[src/tdws_pkg.sv]
// Shared types and constants of the task dependency wake scoreboard.
package tdws_pkg;

  // Default number of tracked modules
  localparam int ModuleCountDef = 16;
  // Upper bound on wake results reported for one finish request
  localparam int MaxResults = 16;
  // Entries of the queue between front and back
  localparam int QueueDepth = 2;

  // Field widths fixed by the channel definition
  localparam int ModeW = 1;
  localparam int IdW   = 4;
  localparam int DepW  = 16;
  localparam int KindW = 2;

  // Request modes
  localparam logic [ModeW-1:0] ModeWait   = 1'b0;
  localparam logic [ModeW-1:0] ModeFinish = 1'b1;

  // Result kinds
  localparam logic [KindW-1:0] KindSleep     = 2'd0;
  localparam logic [KindW-1:0] KindSatisfied = 2'd1;
  localparam logic [KindW-1:0] KindWake      = 2'd2;

  // One classified request as it travels through the queue
  typedef struct packed {
    logic [ModeW-1:0] mode;
    logic [IdW-1:0]   module_id;
    logic [DepW-1:0]  dependency_set;
  } tdws_item_t;

  // Queue status seen by front and back
  typedef struct packed {
    logic full;
    logic empty;
  } tdws_qstat_t;

endpackage

[src/tdws_front.sv]
// Front end: accepts requests, drops out-of-range ids, pushes the rest into the queue.
module tdws_front #(
  parameter int MODULE_COUNT = tdws_pkg::ModuleCountDef
) (
  input  logic                     in_valid_i,
  output logic                     in_stall_o,
  input  logic [tdws_pkg::ModeW-1:0] mode_i,
  input  logic [tdws_pkg::IdW-1:0]   module_id_i,
  input  logic [tdws_pkg::DepW-1:0]  dependency_set_i,
  input  tdws_pkg::tdws_qstat_t    qstat_i,
  output logic                     push_o,
  output tdws_pkg::tdws_item_t     item_o
);

  logic accept;
  logic id_ok;

  // Stall only on a full queue
  assign in_stall_o = qstat_i.full;
  assign accept     = in_valid_i && !in_stall_o;

  // Requests naming a module that does not exist cause nothing
  assign id_ok  = 32'(module_id_i) < MODULE_COUNT;
  assign push_o = accept && id_ok;

  assign item_o.mode           = mode_i;
  assign item_o.module_id      = module_id_i;
  assign item_o.dependency_set = dependency_set_i;

endmodule

[src/tdws_fifo.sv]
// Short request queue between the front end and the back end.
module tdws_fifo (
  input  logic                  clk_i,
  input  logic                  rst_ni,
  input  logic                  push_i,
  input  tdws_pkg::tdws_item_t  item_i,
  input  logic                  pop_i,
  output tdws_pkg::tdws_item_t  item_o,
  output tdws_pkg::tdws_qstat_t qstat_o
);

  localparam int Depth = tdws_pkg::QueueDepth;
  localparam int PtrW  = (Depth > 1) ? $clog2(Depth) : 1;
  localparam int CntW  = $clog2(Depth + 1);

  tdws_pkg::tdws_item_t    entry_q [Depth];
  logic [PtrW-1:0] wr_ptr_q, wr_ptr_d;
  logic [PtrW-1:0] rd_ptr_q, rd_ptr_d;
  logic [CntW-1:0] count_q, count_d;

  assign qstat_o.full  = count_q == CntW'(Depth);
  assign qstat_o.empty = count_q == '0;
  assign item_o        = entry_q[rd_ptr_q];

  // Pointer and fill bookkeeping
  always_comb begin
    wr_ptr_d = wr_ptr_q;
    rd_ptr_d = rd_ptr_q;
    count_d  = count_q;
    if (push_i) begin
      wr_ptr_d = (wr_ptr_q == PtrW'(Depth - 1)) ? '0 : wr_ptr_q + 1'b1;
    end
    if (pop_i) begin
      rd_ptr_d = (rd_ptr_q == PtrW'(Depth - 1)) ? '0 : rd_ptr_q + 1'b1;
    end
    if (push_i && !pop_i) begin
      count_d = count_q + 1'b1;
    end else if (pop_i && !push_i) begin
      count_d = count_q - 1'b1;
    end
  end

  always_ff @(posedge clk_i or negedge rst_ni) begin
    if (!rst_ni) begin
      wr_ptr_q <= '0;
      rd_ptr_q <= '0;
      count_q  <= '0;
    end else begin
      wr_ptr_q <= wr_ptr_d;
      rd_ptr_q <= rd_ptr_d;
      count_q  <= count_d;
    end
  end

  // Payload storage
  always_ff @(posedge clk_i) begin
    if (push_i) begin
      entry_q[wr_ptr_q] <= item_i;
    end
  end

endmodule

[src/tdws_back.sv]
// Back end: row memory, armed flags, wait update and finish sweep with result register.
module tdws_back #(
  parameter int MODULE_COUNT = tdws_pkg::ModuleCountDef
) (
  input  logic                        clk_i,
  input  logic                        rst_ni,
  input  tdws_pkg::tdws_item_t        item_i,
  input  tdws_pkg::tdws_qstat_t       qstat_i,
  output logic                        pop_o,
  output logic                        out_valid_o,
  input  logic                        out_stall_i,
  output logic [tdws_pkg::KindW-1:0]  kind_o,
  output logic [tdws_pkg::IdW-1:0]    target_module_o,
  output logic                        last_o
);

  localparam int RowW = MODULE_COUNT;
  localparam int IdxW = $clog2(MODULE_COUNT);
  localparam int CntW = $clog2(tdws_pkg::MaxResults + 1);

  localparam logic [1:0] StIdle  = 2'd0;
  localparam logic [1:0] StWait  = 2'd1;
  localparam logic [1:0] StScan  = 2'd2;
  localparam logic [1:0] StFlush = 2'd3;

  logic [1:0] state_q, state_d;

  // Row memory, one row per module, registered read
  logic [RowW-1:0]         mem_q [MODULE_COUNT];
  logic [RowW-1:0]         rdata_q;
  logic                    rvld_q;
  logic [MODULE_COUNT-1:0] row_vld_q, row_vld_d;
  logic                    re, we;
  logic [IdxW-1:0]         raddr, waddr;
  logic [RowW-1:0]         wdata;

  logic [MODULE_COUNT-1:0] armed_q, armed_d;

  tdws_pkg::tdws_item_t    cur_q, cur_d;
  logic [IdxW-1:0]         ptr_q, ptr_d;
  logic                    held_vld_q, held_vld_d;
  logic [IdxW-1:0]         held_q, held_d;
  logic [CntW-1:0]         cnt_q, cnt_d;

  logic                       out_vld_q, out_vld_d;
  logic [tdws_pkg::KindW-1:0] out_kind_q, out_kind_d;
  logic [tdws_pkg::IdW-1:0]   out_tgt_q, out_tgt_d;
  logic                       out_last_q, out_last_d;
  logic                       out_load, out_free;

  logic [IdxW-1:0] cur_id;
  logic [RowW-1:0] row_eff, wait_row, fin_row;
  logic            wake;

  assign out_free = !out_vld_q || !out_stall_i;
  assign cur_id   = IdxW'(cur_q.module_id);
  // A row never written reads as all ones, since its valid flag stays clear after reset
  assign row_eff  = rvld_q ? rdata_q : '1;
  assign wait_row = row_eff & RowW'(cur_q.dependency_set);
  assign fin_row  = row_eff & ~(RowW'(1) << cur_id);
  assign wake     = armed_q[ptr_q] && (fin_row == '0) &&
                    (cnt_q < CntW'(tdws_pkg::MaxResults));

  // Sequencer
  always_comb begin
    state_d    = state_q;
    cur_d      = cur_q;
    ptr_d      = ptr_q;
    held_vld_d = held_vld_q;
    held_d     = held_q;
    cnt_d      = cnt_q;
    armed_d    = armed_q;
    row_vld_d  = row_vld_q;
    pop_o      = 1'b0;
    re         = 1'b0;
    raddr      = '0;
    we         = 1'b0;
    waddr      = ptr_q;
    wdata      = fin_row;
    out_load   = 1'b0;
    out_kind_d = out_kind_q;
    out_tgt_d  = out_tgt_q;
    out_last_d = out_last_q;
    unique case (state_q)
      StIdle: begin
        if (!qstat_i.empty) begin
          pop_o      = 1'b1;
          cur_d      = item_i;
          re         = 1'b1;
          raddr      = (item_i.mode == tdws_pkg::ModeFinish) ? '0 : IdxW'(item_i.module_id);
          ptr_d      = '0;
          held_vld_d = 1'b0;
          cnt_d      = '0;
          state_d    = (item_i.mode == tdws_pkg::ModeFinish) ? StScan : StWait;
        end
      end
      StWait: begin
        // Narrow the waiter's row, arm it and report in one step
        if (out_free) begin
          we         = 1'b1;
          waddr      = cur_id;
          wdata      = wait_row;
          row_vld_d[cur_id] = 1'b1;
          armed_d[cur_id]   = 1'b1;
          out_load   = 1'b1;
          out_kind_d = (wait_row == '0) ? tdws_pkg::KindSatisfied : tdws_pkg::KindSleep;
          out_tgt_d  = cur_q.module_id;
          out_last_d = 1'b1;
          state_d    = StIdle;
        end
      end
      StScan: begin
        // One row per cycle unless a stall blocks a wake; the newest wake is held back until its last flag is known
        if (!(wake && held_vld_q && !out_free)) begin
          we    = 1'b1;
          waddr = ptr_q;
          wdata = fin_row;
          row_vld_d[ptr_q] = 1'b1;
          if (wake) begin
            if (held_vld_q) begin
              out_load   = 1'b1;
              out_kind_d = tdws_pkg::KindWake;
              out_tgt_d  = tdws_pkg::IdW'(held_q);
              out_last_d = 1'b0;
            end
            held_vld_d = 1'b1;
            held_d     = ptr_q;
            cnt_d      = cnt_q + 1'b1;
          end
          if (ptr_q == IdxW'(MODULE_COUNT - 1)) begin
            state_d = StFlush;
          end else begin
            ptr_d = ptr_q + 1'b1;
            re    = 1'b1;
            raddr = ptr_q + 1'b1;
          end
        end
      end
      StFlush: begin
        if (!held_vld_q) begin
          state_d = StIdle;
        end else if (out_free) begin
          out_load   = 1'b1;
          out_kind_d = tdws_pkg::KindWake;
          out_tgt_d  = tdws_pkg::IdW'(held_q);
          out_last_d = 1'b1;
          held_vld_d = 1'b0;
          state_d    = StIdle;
        end
      end
      default: state_d = StIdle;
    endcase
  end

  // Result register
  always_comb begin
    if (out_load) begin
      out_vld_d = 1'b1;
    end else begin
      out_vld_d = out_vld_q && out_stall_i;
    end
  end

  // Control state
  always_ff @(posedge clk_i or negedge rst_ni) begin
    if (!rst_ni) begin
      state_q    <= StIdle;
      ptr_q      <= '0;
      held_vld_q <= 1'b0;
      cnt_q      <= '0;
      armed_q    <= '0;
      row_vld_q  <= '0;
      rvld_q     <= 1'b0;
      out_vld_q  <= 1'b0;
    end else begin
      state_q    <= state_d;
      ptr_q      <= ptr_d;
      held_vld_q <= held_vld_d;
      cnt_q      <= cnt_d;
      armed_q    <= armed_d;
      row_vld_q  <= row_vld_d;
      out_vld_q  <= out_vld_d;
      if (re) begin
        rvld_q <= row_vld_q[raddr];
      end
    end
  end

  // Payload registers
  always_ff @(posedge clk_i) begin
    cur_q      <= cur_d;
    held_q     <= held_d;
    out_kind_q <= out_kind_d;
    out_tgt_q  <= out_tgt_d;
    out_last_q <= out_last_d;
  end

  // Row memory ports
  always_ff @(posedge clk_i) begin
    if (we) begin
      mem_q[waddr] <= wdata;
    end
    if (re) begin
      rdata_q <= mem_q[raddr];
    end
  end

  assign out_valid_o     = out_vld_q;
  assign kind_o          = out_kind_q;
  assign target_module_o = out_tgt_q;
  assign last_o          = out_last_q;

endmodule

[src/task_dependency_wake_scoreboard_core.sv]
// Top level of the task dependency wake scoreboard.
//
// Input channel (in_valid_i / in_stall_o): one request per accepted cycle.
// mode_i = 0 is a wait request: dependency_set_i is ANDed into the row of
// module_id_i and that module is armed; it yields one result, kind sleep or
// satisfied, with last_o set. mode_i = 1 is a finish request: the column of
// module_id_i is cleared in every row, then every armed module whose row is
// empty is reported as a wake result, lowest index first, last_o on the final
// one; a finish with nothing ready yields no result. Ids at or above
// MODULE_COUNT are accepted and dropped.
// Output channel (out_valid_o / out_stall_i): one result register.
// A finish request occupies the back end for a sweep that reads and rewrites
// one row of the row memory per cycle unless a stalled result blocks a wake.
// A two-entry queue lets requests be accepted while the back end works.
// A stalled receiver holds the result and freezes the sweep when a further
// wake is due; in_stall_o rises once the queue fills. After reset all rows
// read as fully pending and no module is armed; no clearing pass is needed.
module task_dependency_wake_scoreboard_core #(
  parameter int MODULE_COUNT = tdws_pkg::ModuleCountDef
) (
  input  logic                        clk_i,
  input  logic                        rst_ni,
  input  logic                        in_valid_i,
  output logic                        in_stall_o,
  input  logic [tdws_pkg::ModeW-1:0]  mode_i,
  input  logic [tdws_pkg::IdW-1:0]    module_id_i,
  input  logic [tdws_pkg::DepW-1:0]   dependency_set_i,
  output logic                        out_valid_o,
  input  logic                        out_stall_i,
  output logic [tdws_pkg::KindW-1:0]  kind_o,
  output logic [tdws_pkg::IdW-1:0]    target_module_o,
  output logic                        last_o
);

  tdws_pkg::tdws_item_t  push_item;
  tdws_pkg::tdws_item_t  pop_item;
  tdws_pkg::tdws_qstat_t qstat;
  logic                  push;
  logic                  pop;

  // Request intake
  tdws_front #(
    .MODULE_COUNT(MODULE_COUNT)
  ) u_front (
    .in_valid_i      (in_valid_i),
    .in_stall_o      (in_stall_o),
    .mode_i          (mode_i),
    .module_id_i     (module_id_i),
    .dependency_set_i(dependency_set_i),
    .qstat_i         (qstat),
    .push_o          (push),
    .item_o          (push_item)
  );

  // Decoupling queue
  tdws_fifo u_fifo (
    .clk_i  (clk_i),
    .rst_ni (rst_ni),
    .push_i (push),
    .item_i (push_item),
    .pop_i  (pop),
    .item_o (pop_item),
    .qstat_o(qstat)
  );

  // Scoreboard state and result generation
  tdws_back #(
    .MODULE_COUNT(MODULE_COUNT)
  ) u_back (
    .clk_i          (clk_i),
    .rst_ni         (rst_ni),
    .item_i         (pop_item),
    .qstat_i        (qstat),
    .pop_o          (pop),
    .out_valid_o    (out_valid_o),
    .out_stall_i    (out_stall_i),
    .kind_o         (kind_o),
    .target_module_o(target_module_o),
    .last_o         (last_o)
  );

endmodule

[config.mk]
export PLATFORM = sky130hd
export DESIGN_NAME = task_dependency_wake_scoreboard_core
export DESIGN_NICKNAME = d
export VERILOG_FILES = /design/src/tdws_pkg.sv /design/src/tdws_front.sv /design/src/tdws_fifo.sv /design/src/tdws_back.sv /design/src/task_dependency_wake_scoreboard_core.sv
export SDC_FILE = /design/constraint.sdc
export NUM_CORES = 1
export LEC_CHECK = 0
export ABC_AREA = 1
export BUFFER_PORTS_ARGS = -buffer_cell sky130_fd_sc_hd__buf_2
export CAP_MARGIN = 10
export CORE_MARGIN = 4
export CORE_UTILIZATION = 50
export DETAILED_ROUTE_END_ITERATION = 7
export PLACE_DENSITY = 0.68
export SLEW_MARGIN = 0
export SYNTH_ARGS = -nofsm -noshare
export SYNTH_HDL_FRONTEND = slang
export SYNTH_SLANG_ARGS = --single-unit
[constraint.sdc]
create_clock -name clk_i -period 4.2 [get_ports clk_i]
set_input_delay 1.26 -clock clk_i [delete_from_list [all_inputs] [get_ports clk_i]]
set_output_delay 1.26 -clock clk_i [all_outputs]
set_load 0.02 [all_outputs]
# After elaboration in Yosys (flattened, before gate mapping)
# Memories as Yosys holds them, arrays and structs flattened. A register that Yosys moved wholly into a read port is not among the register bits.
# Index checks and enable logic that the tools add are counted.
[totals] regBits=81 latchBits=0 mem_bits_rw=298 rom_bits=0 inputBits=25 output_inout_bits=9 mem_count=2
[op_classes] add_sub_neg=6 multipliers=0 n_div=0 magnitude_cmp=6 eq_ne=14 shift=1 mux=85 bitwise=8 n_reduce_logical=36
[mem_list] name="u_back.mem_q" words=16 word_bits=16 rd=1 rd_clocked_by_memory_dff=1 wr=1 line="tdws_back.sv:29" text="logic [RowW-1:0] mem_q [MODULE_COUNT];"
[mem_list] name="u_fifo.entry_q" words=2 word_bits=21 rd=1 rd_clocked_by_memory_dff=0 wr=1 line="tdws_fifo.sv:16" text="tdws_pkg::tdws_item_t entry_q [Depth];"
[op_table] cell="16-bit two-way mux" count=5
[op_table] cell="4-bit two-way mux" count=15
[op_table] cell="16-bit OR" count=3
[op_table] cell="16-bit AND" count=2
[op_table] cell="16-bit zero test" count=2
[op_table] cell="1-bit two-way mux" count=32
[op_table] cell="16-bit case mux with 2 select lines" count=1
[op_table] cell="2-bit two-way mux" count=14
[op_table] cell="16-bit NOT" count=1
[op_table] cell="4-bit case mux with 2 select lines" count=2
[op_table] cell="1-bit by 4-bit left shift with 16-bit output (first input constant)" count=1
[op_table] cell="4-bit by 5-bit < comparator with 1-bit output (second input constant)" count=3
[op_table] cell="5-bit two-way mux" count=3
[op_table] cell="2-bit by 1-bit inequality test with 1-bit output (second input constant)" count=6
[op_table] cell="4-bit case mux with 3 select lines" count=1
[op_table] cell="4-bit AND reduction" count=3
[op_table] cell="1-bit logical AND" count=10
[op_table] cell="5-bit case mux with 2 select lines" count=1
[op_table] cell="1-bit case mux with 3 select lines" count=3
[op_table] cell="3-bit AND reduction" count=3
[op_table] cell="1-bit binary-select mux with 4-bit select" count=2
[op_table] cell="1-bit demux with 4-bit select" count=2
[op_table] cell="4-bit by 1-bit >= comparator with 1-bit output (second input constant)" count=2
[op_table] cell="2-bit case mux with 4 select lines" count=1
[op_table] cell="21 further kinds" count=38

# Longest topological paths before layout
# Gate-level depths: netlist (run 1).
[logic_depth] word_depth=12 depth_mapped=20 depth_no_buf=18

# By module
# From an unflattened synthesis (run 1), not the netlist that was laid out.
[unflattened] hier_cells=1434 area_unflattened_um2=16972.5
[by_module_without_submodules] module="tdws_back" n_inst=1 cells_per_inst=1320 area_per_inst_um2=15070.7 seq_area_each_um2=10249.8
[by_module_without_submodules] module="tdws_fifo" n_inst=1 cells_per_inst=90 area_per_inst_um2=1726.7 seq_area_each_um2=1361.3
[by_module_without_submodules] module="tdws_front" n_inst=1 cells_per_inst=24 area_per_inst_um2=175.2 seq_area_each_um2=0.0

# Least setup slack after synthesis (run 1)
# No wires, ideal clock.
[synth_timing] kind="input -> register" startpoint="input out_stall_i" endpoint="memory u_back.mem_q[12][0] (netlist bit), enable pin" setup_ns=0.388 arrival_ns=3.397 t_required_ns=3.812 setup_slack_ns=0.414 stages=8 path_buffers=1 cell_sequence="nand2_1 clkinv_1 nor2_1 inv_1 clkbuf_1 o21ai_0 nand2_1 nor2_1"
[synth_via] elab_chain_len=8 word_cells_on_any_way=11 cone_classes="7 x mux; 4 x reduce/logical"
[synth_rtl] item="start: declaration" line="task_dependency_wake_scoreboard_core.sv:29" text="input logic out_stall_i,"
[synth_rtl] item="1-bit zero test *" line="tdws_back.sv:55" text="assign out_free = !out_vld_q || !out_stall_i;"
[synth_rtl] item="1-bit logical OR *" line="tdws_back.sv:55"
[synth_rtl] item="1-bit zero test" line="tdws_back.sv:114" text="if (!(wake && held_vld_q && !out_free)) begin"
[synth_rtl] item="1-bit logical AND" line="tdws_back.sv:114"
[synth_rtl] item="1-bit two-way mux" line="tdws_back.sv:114"
[synth_rtl] item="1-bit case mux with 2 select lines" line="tdws_back.sv:84" text="unique case (state_q)"
[synth_rtl] item="1-bit two-way mux" line="tdws_back.sv:200" text="if (we) begin"
[synth_rtl] item="1-bit two-way mux (not written as such)" line="tdws_back.sv:201" text="mem_q[waddr] <= wdata;"
[synth_rtl] item="end: declaration" line="tdws_back.sv:29"
# Every way passes the cells marked *; elsewhere a longest branch is shown, timed or not.

# Final worst setup path (run 1)
[layout_timing] startpoint="register u_back.ptr_q[1]" endpoint="register u_back.rdata_q[11], read port of u_back.mem_q, data pin"
[layout_via] elab_chain_len=8 word_cells_on_any_way=14 cone_classes="1 x add/sub; 1 x eq/ne; 8 x mux; 4 x reduce/logical"
[layout_rtl] item="start: declaration" line="tdws_back.sv:40" text="logic [IdxW-1:0] ptr_q, ptr_d;"
[layout_rtl] item="start signal: assignment" line="tdws_back.sv:177" text="ptr_q <= ptr_d;"
[layout_rtl] item="1-bit binary-select mux with 4-bit select" line="tdws_back.sv:61" text="assign wake = armed_q[ptr_q] && (fin_row == '0) &&"
[layout_rtl] item="1-bit two-way mux (not written as such)" line="tdws_back.sv:61"
[layout_rtl] item="1-bit logical AND (2 in series)" line="tdws_back.sv:61"
[layout_rtl] item="1-bit logical AND (2 in series)" line="tdws_back.sv:114"
[layout_rtl] item="4-bit two-way mux or 1-bit two-way mux (tied branches)" line="tdws_back.sv:114"
[layout_rtl] item="4-bit case mux with 2 select lines or 1-bit case mux with 2 select lines (tied branches)" line="tdws_back.sv:84"
[layout_rtl] item="end: declaration" line="tdws_back.sv:30" text="logic [RowW-1:0] rdata_q;"
# Parallel ways exist; a longest one is shown, timed or not. The select of a mux whose other input is x is not followed.
# A chain may end at the register's enable or synchronous reset.

==> results of run 1 <==
[worst paths after layout]
check | slack [ns] | endpoint
setup / recovery | 0.70 | u_back.rdata_q[11]
hold / removal | 0.46 | u_back.armed_q[10]
setup reg to reg | 0.70 | u_back.rdata_q[11]
hold reg to reg | 0.46 | u_back.armed_q[10]
max in group asynchronous | 2.61 | u_back.armed_q[11]
min in group asynchronous | 0.84 | u_back.out_valid_o
[flip-flops by register name (all words and copies together), names as in the netlist, 2 cells and up]
register                flops
u_back.target_module_o      4
u_back.ptr_q                4
u_back.held_q               4
u_back.armed_q             16
u_back.cur_id               4
u_back.state_q              2
u_back.rdata_q             16
u_back.cur_q               16
u_back.kind_o               2
u_fifo.entry_q             42
u_back.cnt_q                5
u_back.row_vld_q           16
u_back.mem_q              256
u_fifo.count_q              2
[logic make-up (layout without fill, tap and decap cells)]
| group | count (synthesis) | in the layout | share of synthesized area |
|---|---|---|---|
| compound gates | 378 | 378 | 0.136 |
| flops | 395 | 395 | 0.692 |
| buf+inv | 222 | 316 | 0.0557 |
| simple gates | 400 | 400 | 0.100 |
| fa+ha+maj | 10 | 10 | 0.00746 |
| mux | 10 | 10 | 0.00597 |
| xor+xnor | 5 | 5 | 0.00261 |
[power by group]
part	internal, µW	switching (µW)	total [µW]
registers	5790	301	6090
logic	1530	4140	5670
clock network	1860	1440	3300
[final cells by class]
type	instances	area, µm²	area share
sequential	395	11600	0.614
multi-input combinational	803	4290	0.227
clock buffer	50	1060	0.0560
timing repair buffer	97	708	0.0374
inverter	148	556	0.0294
tap	442	553	0.0292
clock inverter	21	144	0.00761
[per-layer routing]
metal	vias to the layer above	part of all wire	GRT usage
met4	0	0.033	0.0785
met1	5472	0.40	0.302
met2	488	0.49	0.373
met3	104	0.074	0.0369
met5	-	0	0
li1	5226	-	-
[through the flow]
step	hold WS, ns	worst slack, ns
3_5_place_dp	0.446	0.353
6_report	0.455	0.699
2_1_floorplan	0.423	0.414
4_1_cts	0.458	0.729
5_1_grt	0.471	0.456
3_3_place_gp	0.442	0.354
[worst max-delay path: cells and delay by family, from the launching register on]
family / cells / cell delay, ns
AND/OR/NAND/NOR: 8 / 1.19
buffers and inverters: 2 / 1.02
flip-flops: 1 / 0.55
AO/OA/AOI/OAI: 3 / 0.54
[layout by cell type (no fill, tap or decap), types with 6 or more instances in the layout]
master,instances
buf_4,59
edfxtp_1,345
o21ai_0,132
nand3_1,84
o211ai_1,128
o22ai_1,15
inv_1,137
ha_1,10
nand2_1,242
buf_2,33
clkbuf_16,41
o21bai_1,10
nor2_2,19
o21ai_1,7
clkinv_1,18
mux2i_1,10
clkbuf_1,9
inv_2,6
a21oi_1,80
dfrtp_1,50
nor2_1,39
==> impl_metrics.py, run 1 <==
metrics = {
    "outcome": {
        "outcome": "finished, final reports clean",
    },
    "timing": {
        "skew_ns": 0.0124,
        "slew_violations": 0,
        "tns_ns": 0,
        "max_clock_freq_mhz": 286,
        "hold_viol": 0,
        "fin_crit_ns": 3.50,
        "rsz0062_at_grt": "false",
        "relSlewSlack": 0.402,
        "worst_pin_slew_ns": 0.896,
        "finalSetupViolations": 0,
        "fin_crit_sh": 0.834,
    },
    "synth": {
        "synthTopCellsByArea": "edfxtp_1 62%, dfrtp_1 7.5%, o211ai_1 5.7%",
        "synth_fp_nets": 1455,
        "yosysTopAreaCell": "edfxtp_1",
        "ys_warn_count": 0,
        "ys_top_cells_by_count": "345 x edfxtp_1, 243 x nand2_1, 137 x inv_1",
        "synthDominantCellAreaShare": 0.618,
        "netlist_area_um2": 16800,
        "syn-instance-count": 1420,
        "ys_seq_area_frac": 0.692,
        "ys_types": 42,
        "synth_flop_cell": "edfxtp_1",
        "async_reset_ff_frac": 0.127,
        "ys_ff_latch": 395,
        "syn_avg_cell_area_um2": 11.8,
        "synth_edf_count": 345,
        "synth_most_common_cell": "edfxtp_1",
    },
    "floorplanning": {
        "die_area_um2": 36500,
        "die_w_um": 191,
        "start_util": 0.512,
        "rows": 66,
        "die_h_um": 191,
        "coreArea_um2": 32800,
        "ios": 34,
    },
    "setup_path": {
        "crit_start": "u_back.ptr_q[1]",
        "crit_chain": "clkinv_1 -> nand3_1 -> a21oi_1 -> nor2_1 -> nand3_1 -> nor2_2 -> nand4_4 -> nand3_4 -> buf_4 -> a21oi_1 -> o211ai_1 -> nand3_1 -> nand2_1",
        "cp_data_arrival_time_ns": 3.91,
        "critPathKind": "flop to flop",
        "required_ns": 4.61,
        "worst_path_most_repeated_cell": "nand3_1",
        "crit_path_end_kind": "flop",
        "r2r-start": "u_back.ptr_q[1]",
        "slowest_stage": "buf_4",
        "critPathMaxStageDelay_ns": 0.63,
        "cp-start-kind": "flop",
        "cp_max_fo": 72,
        "reg2regPathDepth": 13,
    },
    "min_path": {
        "hp-class": "flop to flop",
        "hold_start": "u_back.armed_q[10]",
        "whs_path_depth": 2,
    },
    "finish": {
        "final_nets": 1520,
        "post-route-util": 0.577,
        "antenna_cells": 0,
        "post_layout_nonfiller_instances": 1956,
        "nFillCells": 2657,
        "area_growth_pct": 12.8,
        "fin_area_um2": 18900,
        "drive_gt1_frac": 0.119,
    },
    "power_and_ir_drop": {
        "power_leakage_uw": 0.00684,
        "ir_drop_uv": 474,
        "power_density_nw_per_um2": 796,
        "p_total_uw": 15100,
    },
    "placed_design": {
        "gpl.final_weighted_congestion": 0.998,
        "placed_area_um2": 17700,
        "placedCellCount": 1885,
        "io_buffers": 33,
        "hpwlAfterDp_um": 26100,
    },
    "drt": {
        "wire_per_inst_um": 20.9,
        "vias": 11290,
        "drt-total-wl_um": 40900,
        "first_pass_iters": 5,
        "drc": 0,
        "drt-vias-per-instance": 5.77,
        "drtIter0Drc": 1374,
        "postRouteAntennaNets": 0,
    },
    "clocking": {
        "cts_made_buffers": 40,
        "clock_latency_ns": 0.54,
        "clk_root_buffer_cell": "clkbuf_16",
        "post_cts_buffers": 0,
        "cts_tree": "done",
        "clockBufferDepth": 3,
        "clkTransAtPathRegs_ns": 0.06,
        "post_cts_resized": 0,
        "holdBufCountCts": 0,
        "cts.sinks": 395,
        "cts.htree.levels": 2,
    },
    "flow_run": {
        "cap_violations": 0,
    },
    "global_routing": {
        "grt_pass1_vias": 10884,
        "grt_pass1_wl_um": 63000,
        "antenna_found_initial": 0,
        "grt_overflow": 0,
        "grt_util_all_layers": 0.224,
        "grt_max_degree": 73,
    },
}
No activity file was read; power rests on OpenSTA's default activity.
==> run 2: changes to the inputs <==
--- a/config.mk
+++ b/config.mk
@@ -5,13 +5,13 @@
 export SDC_FILE = /design/constraint.sdc
 export NUM_CORES = 1
 export LEC_CHECK = 0
-export ABC_AREA = 1
+export ABC_AREA = 0
 export BUFFER_PORTS_ARGS = -buffer_cell sky130_fd_sc_hd__buf_2
 export CAP_MARGIN = 10
 export CORE_MARGIN = 4
 export CORE_UTILIZATION = 50
 export DETAILED_ROUTE_END_ITERATION = 7
-export PLACE_DENSITY = 0.68
+export PLACE_DENSITY = 0.7
 export SLEW_MARGIN = 0
 export SYNTH_ARGS = -nofsm -noshare
 export SYNTH_HDL_FRONTEND = slang
==> constraint.sdc (replaced) <==
create_clock -name clk_i -period 2.9 [get_ports clk_i]
set_input_delay 0.87 -clock clk_i [delete_from_list [all_inputs] [get_ports clk_i]]
set_output_delay 0.87 -clock clk_i [all_outputs]
set_load 0.02 [all_outputs]
==> run 2 against run 1 <==
- the run now ends with setup timing left
- global-route usage grew 0.48 points
- register-to-register slack lost 1.2 ns
- synthesized area grew 2.7%
- combinational power grew 100%
- routed wire length grew 11%
- total power grew 69%
- sequential power grew 49%
==> impl_metrics.py, run 2 <==
metrics = {
    "power_and_ir_drop": {
        "p_seq_frac": 0.357,
        "power_density_nw_per_um2": 1150,
        "power_leakage_uw": 0.00895,
        "p_switching_uw": 9010,
        "pwr-share-comb": 0.448,
        "swShare": 0.354,
        "ir_drop_uv": 697,
        "p_int_uw": 16500,
        "p_total_uw": 25500,
        "p_clk_frac": 0.195,
    },
    "timing": {
        "hold_viol": 0,
        "finalSetupViolations": 307,
        "relSlewSlack": 0.235,
        "fin_crit_sh": 1.18,
        "skew_ns": 0.0239,
        "rsz0062_at_grt": "true",
        "max_clock_freq_mhz": 293,
        "layout_setup_ws_ns": -0.517,
        "fin_crit_ns": 3.42,
        "worst_pin_slew_ns": 1.14,
        "slew_violations": 0,
    },
    "setup_path": {
        "cp_data_arrival_time_ns": 3.71,
        "crit_path_end_kind": "flop",
        "critPathTopFamily": "buffers and inverters",
        "cp_max_fo": 13,
        "critPathMaxStageDelay_ns": 0.45,
        "required_ns": 3.19,
        "critPathKind": "flop to flop",
        "crit_chain": "buf_6 -> nand4bb_1 -> a22oi_1 -> nand3_4 -> buf_6 -> nor4_4 -> buf_4 -> a21o_4 -> buf_12 -> buf_12 -> mux2i_2 -> mux2i_2 -> mux2i_1 -> mux2i_1",
        "cp-start-kind": "flop",
        "crit_buf_inv": 5,
        "slowest_stage": "edfxtp_1",
    },
    "synth": {
        "synth_edf_count": 345,
        "ys_warn_count": 0,
        "netlist_area_um2": 17200,
        "synth_top_family_by_area": "multiplexers",
        "ys_types": 77,
        "synth_compound_area_frac": 0.0653,
        "synth_flop_cell": "edfxtp_1",
        "async_reset_ff_frac": 0.127,
        "synthDominantCellAreaShare": 0.602,
        "syn-instance-count": 1122,
        "yosysTopAreaCell": "edfxtp_1",
        "ys_seq_area_frac": 0.674,
        "synthMuxAreaShare": 0.163,
        "synthTopCellsByArea": "edfxtp_1 60%, mux2i_1 14%, dfrtp_1 7.3%",
        "synth_most_common_cell": "edfxtp_1",
        "synth_simple_gate_area_share": 0.0581,
        "yosys.area_share.xor_xnor": 0.00458,
        "ys_top_cells_by_count": "345 x edfxtp_1, 245 x mux2i_1, 62 x nand2_1",
        "synthAdderAreaFrac": 0.00727,
        "synth_fp_nets": 1157,
        "syn_avg_cell_area_um2": 15.3,
        "ys_ff_latch": 395,
    },
    "floorplanning": {
        "die_h_um": 194,
        "start_util": 0.510,
        "coreArea_um2": 33800,
        "rows": 67,
        "die_w_um": 194,
        "ios": 34,
        "die_area_um2": 37500,
    },
    "global_routing": {
        "grt_overflow": 0,
        "grt_max_degree": 28,
        "grt_util_all_layers": 0.229,
        "antenna_found_initial": 0,
        "grt_pass1_vias": 10874,
        "grt_pass1_wl_um": 66200,
    },
    "clocking": {
        "cts.sinks": 395,
        "clkTransAtPathRegs_ns": 0.06,
        "cts.htree.levels": 2,
        "clock_latency_ns": 0.55,
        "holdBufCountCts": 0,
        "clockBufferDepth": 3,
        "cts_made_buffers": 42,
        "cts_tree": "done",
        "clk_root_buffer_cell": "clkbuf_16",
    },
    "placed_design": {
        "hpwlAfterDp_um": 28200,
        "placed_area_um2": 19300,
        "placedCellCount": 1722,
        "io_buffers": 33,
        "gpl.final_weighted_congestion": 0.960,
        "dp_slack_ns": -0.471,
    },
    "outcome": {
        "violations": "setup timing",
        "outcome": "finished, violations left",
    },
    "finish": {
        "largest_reg_flops": 256,
        "multiInputGateArea_um2": 5750,
        "nFillCells": 2314,
        "register_area_um2": 11600,
        "top_register": "u_back.mem_q",
        "final_nets": 1417,
        "fin_area_um2": 22100,
        "antenna_cells": 0,
        "area_growth_pct": 28.6,
        "reg_top3": "u_back.mem_q: 256 flops, u_fifo.entry_q: 42 flops",
        "drive_gt1_frac": 0.333,
        "post-route-util": 0.656,
        "final_common_cell": "edfxtp_1",
        "final_cell_mix": "345 x edfxtp_1, 226 x mux2i_1, 149 x buf_4, 58 x nand2_1, 51 x clkbuf_16",
        "post_layout_nonfiller_instances": 1861,
    },
    "drt": {
        "drt-total-wl_um": 45500,
        "drtIter0Drc": 1097,
        "wire_per_inst_um": 24.4,
        "first_pass_iters": 6,
        "postRouteAntennaNets": 0,
        "drt-vias-per-instance": 5.93,
        "drc": 0,
        "vias": 11036,
    },
    "flow_run": {
        "cap_violations": 0,
    },
    "min_path": {
        "hp-class": "primary input to asynchronous set/reset pin",
    },
}
## run 2: cell count changes after synthesis, sizes merged, moves of 26 or more
cell	delta
a21oi	-62
mux2i	+235
inv	-123
a21o	+27
nand3	-71
mux2	+26
o21ai	-123
nand2	-183
o211ai	-127
## run 2: worst paths after layout
check	start	endpoint	slack [ns]	cells after the start
worst max-delay path	u_back.cur_id[1]	u_back.rdata_q[8]	-0.52	14
worst min-delay path	rst_ni	u_fifo.count_q[1]	0.13	1
worst max register to register	u_back.cur_id[1]	u_back.rdata_q[8]	-0.52	14
worst min register to register	u_back.armed_q[3]	u_back.armed_q[3]	0.46	1
max in group asynchronous	rst_ni	u_back.ptr_q[1]	2.19	2
min in group clk_i	u_back.armed_q[3]	u_back.armed_q[3]	0.46	1
## run 2: layout make-up
type                       count  area share
clock buffer                  57      0.0509
clock inverter                18     0.00655
inverter                      20     0.00339
multi-input combinational    646       0.260
sequential                   395       0.524
tap                          448      0.0253
timing repair buffer         277       0.130
## run 2: power by group through the flow
stage	sequential [µW]	combinational [µW]	clock (µW)
after floorplan	8920	5870	0
after global routing	9140	12100	5310
final	9090	11400	4980
after CTS	9040	10600	5030
after detailed placement	9120	9450	0
after global placement	9110	9270	0
## run 2: logic make-up after synthesis
logic type,count (synthesis)
flops,395
mux,274
simple gates,201
compound gates,151
buf+inv,82
fa+ha+maj,10
xor+xnor,9
## run 2: metal layers
metal / track usage / wire length [µm]
met5: 0 / 0
met4: 0.0761 / 1910
met3: 0.0325 / 2810
met2: 0.385 / 22100
met1: 0.311 / 18600
## run 2: what timing repair did
action,4_1_cts,5_1_grt
pin swaps,13,34
setup endpoints to repair,300,307
gates cloned,11,10
gates resized for setup,107,71
setup buffers,34,17
## run 2: per-stage QoR
| step | hold slack, ns | setup TNS [ns] |
|---|---|---|
| final | 0.127 | -39.22 |
| after floorplan | 0.419 | -37.31 |
| after detailed placement | 0.445 | -83.13 |
| after CTS | 0.113 | -13.89 |
| after global placement | 0.437 | -52.05 |
| after global routing | 0.122 | -71.29 |
==> run 3: changes to the inputs <==
--- a/config.mk
+++ b/config.mk
@@ -11,7 +11,7 @@
 export CORE_MARGIN = 4
 export CORE_UTILIZATION = 50
 export DETAILED_ROUTE_END_ITERATION = 7
-export PLACE_DENSITY = 0.7
+export PLACE_DENSITY = 0.68
 export SLEW_MARGIN = 0
 export SYNTH_ARGS = -nofsm -noshare
 export SYNTH_HDL_FRONTEND = slang
==> constraint.sdc (replaced) <==
create_clock -name clk_i -period 2.9 [get_ports clk_i]
set_input_delay 0.145 -clock clk_i [delete_from_list [all_inputs] [get_ports clk_i]]
set_output_delay 0.145 -clock clk_i [all_outputs]
set_load 0.02 [all_outputs]
==> run 3 against run 2 <==
- the run still ends with setup timing left
- via count shrank 3.3%
- sequential share of layout area grew 1.4 points
- design area shrank 2.6%
- hold slack got worse by 0.084 ns
- largest power group unchanged
==> impl_metrics.py, run 3 (synthesized netlist as in run 2, its figures left out) <==
metrics = {
    "global_routing": {
        "grt_util_all_layers": 0.231,
        "antenna_found_initial": 0,
        "grt_pass1_wl_um": 66200,
        "grt_overflow": 0,
        "grt_max_degree": 34,
        "grt_pass1_vias": 10805,
    },
    "timing": {
        "layout_setup_ws_ns": -0.518,
        "fin_crit_sh": 1.18,
        "worst_pin_slew_ns": 1.11,
        "max_clock_freq_mhz": 293,
        "whs_ns": 0.0429,
        "slew_violations": 0,
        "fin_crit_ns": 3.42,
        "finalSetupViolations": 313,
        "rsz0062_at_grt": "true",
        "relSlewSlack": 0.254,
        "tns_ns": -82.50,
        "hold_viol": 0,
        "skew_ns": 0.0172,
    },
    "finish": {
        "drive_gt1_frac": 0.272,
        "antenna_cells": 0,
        "reg_top3": "u_back.mem_q: 256 flops, u_fifo.entry_q: 42 flops",
        "largest_reg_flops": 256,
        "fin_area_um2": 21600,
        "final_common_cell": "edfxtp_1",
        "final_cell_mix": "345 x edfxtp_1, 235 x mux2i_1, 123 x buf_4, 58 x nand2_1, 49 x dfrtp_1",
        "final_nets": 1389,
        "top_register": "u_back.mem_q",
        "area_growth_pct": 25.2,
    },
    "flow_run": {
        "cap_violations": 0,
    },
    "drt": {
        "wire_per_inst_um": 24.2,
        "first_pass_iters": 6,
        "vias": 10668,
        "drc": 0,
        "postRouteAntennaNets": 0,
        "drt-total-wl_um": 44400,
        "drtIter0Drc": 1046,
        "drt-vias-per-instance": 5.82,
    },
    "clocking": {
        "clockBufferDepth": 3,
        "cts_tree": "done",
        "clkTransAtPathRegs_ns": 0.06,
        "cts_made_buffers": 41,
        "cts.htree.levels": 2,
        "clk_root_buffer_cell": "clkbuf_16",
        "clock_latency_ns": 0.56,
        "cts.sinks": 395,
    },
    "floorplanning": {
        "die_w_um": 194,
        "die_h_um": 194,
        "rows": 67,
        "coreArea_um2": 33800,
        "start_util": 0.510,
        "die_area_um2": 37500,
        "ios": 34,
    },
    "setup_path": {
        "crit_buf_inv": 4,
        "crit_path_end_kind": "flop",
        "required_ns": 3.18,
        "r2r-start": "u_back.cur_id[2]",
        "cp-start-kind": "flop",
        "cp_max_fo": 12,
        "slowest_stage": "or4_4",
        "crit_chain": "buf_6 -> or4b_4 -> buf_6 -> nand2_4 -> nand3_4 -> or4_4 -> o211ai_4 -> and2_4 -> buf_12 -> buf_12 -> mux2i_1 -> mux2i_1 -> mux2i_1",
        "worst_path_most_repeated_cell": "mux2i_1",
        "critPathKind": "flop to flop",
        "cp_data_arrival_time_ns": 3.70,
        "critPathMaxStageDelay_ns": 0.55,
        "critPathTopFamily": "simple AND/OR/NAND/NOR gates",
        "crit_start": "u_back.cur_id[2]",
    },
    "power_and_ir_drop": {
        "power_leakage_uw": 0.00873,
        "ir_drop_uv": 710,
        "p_total_uw": 24300,
        "power_density_nw_per_um2": 1130,
    },
    "placed_design": {
        "io_buffers": 33,
        "dp_slack_ns": -0.623,
        "gpl.final_weighted_congestion": 0.958,
        "hpwlAfterDp_um": 27600,
        "placed_area_um2": 19100,
    },
    "outcome": {
        "violations": "setup timing",
        "outcome": "finished, violations left",
    },
    "min_path": {
        "hold_start": "out_stall_i",
        "hp-class": "primary input to flop",
    },
}
run 3: cell count changes in the layout (fill, tap and decap cells not counted), sizes merged:
cell	delta
clkbuf	-6
a21o	-1
buf	-45
inv	-2
clkinvlp	+3
dlygate4sd3	+23
run 3: cell type report:
type                    count  area (µm²)
fillers                  2378       12200
inverters                  20        75.1
well taps                 448         561
repair buffers            251        2620
clock buffers              55        1120
clock inverters            19         145
multi-input cells         645        5430
flip-flops and latches    395       11600
run 3: power breakdown:
| group | switching, µW | internal [µW] |
|---|---|---|
| clock | 2140 | 2820 |
| combinational | 5700 | 4530 |
| sequential | 706 | 8370 |
run 3: timing repair:
item / 4_1_cts / 5_1_grt
cloned: 15 / 1
hold buffers: 23 / 0
pin swaps: 8 / 6
setup buffers: 17 / 3
setup endpoints to repair: 302 / 327
resized for setup: 74 / 21
hold endpoints to repair: 74 / 0
run 3: worst paths after layout:
path                                             end  slack (ns)  cells after the start
worst max-delay path               u_back.rdata_q[3]       -0.52                     13
worst min-delay path              u_back.out_valid_o        0.04                      3
worst max register to register     u_back.rdata_q[3]       -0.52                     13
worst min register to register  u_back.row_vld_q[12]        0.45                      1
max in group asynchronous          u_back.armed_q[4]        1.95                      3
min in group asynchronous          u_fifo.count_q[1]        0.21                      2
run 3: routing by layer:
layer	track usage	vias up	routed length, µm
met2	0.387	382	21500
met3	0.0464	104	3070
met4	0.0747	0	1560
li1	-	4800	-
met5	0	-	0
met1	0.307	5382	18300
run 3: worst min-delay path, stage by stage:
cell and delay [ns]:
buf_2 0.12, nand2_1 0.16, o21ai_0 0.12
run 3: through the flow:
stage                     std cells   util
after detailed placement       1700  0.566
after global routing           1833  0.638
after global placement         1700  0.566
final                          1833  0.638
after CTS                      1829  0.635
after floorplan                1122      -
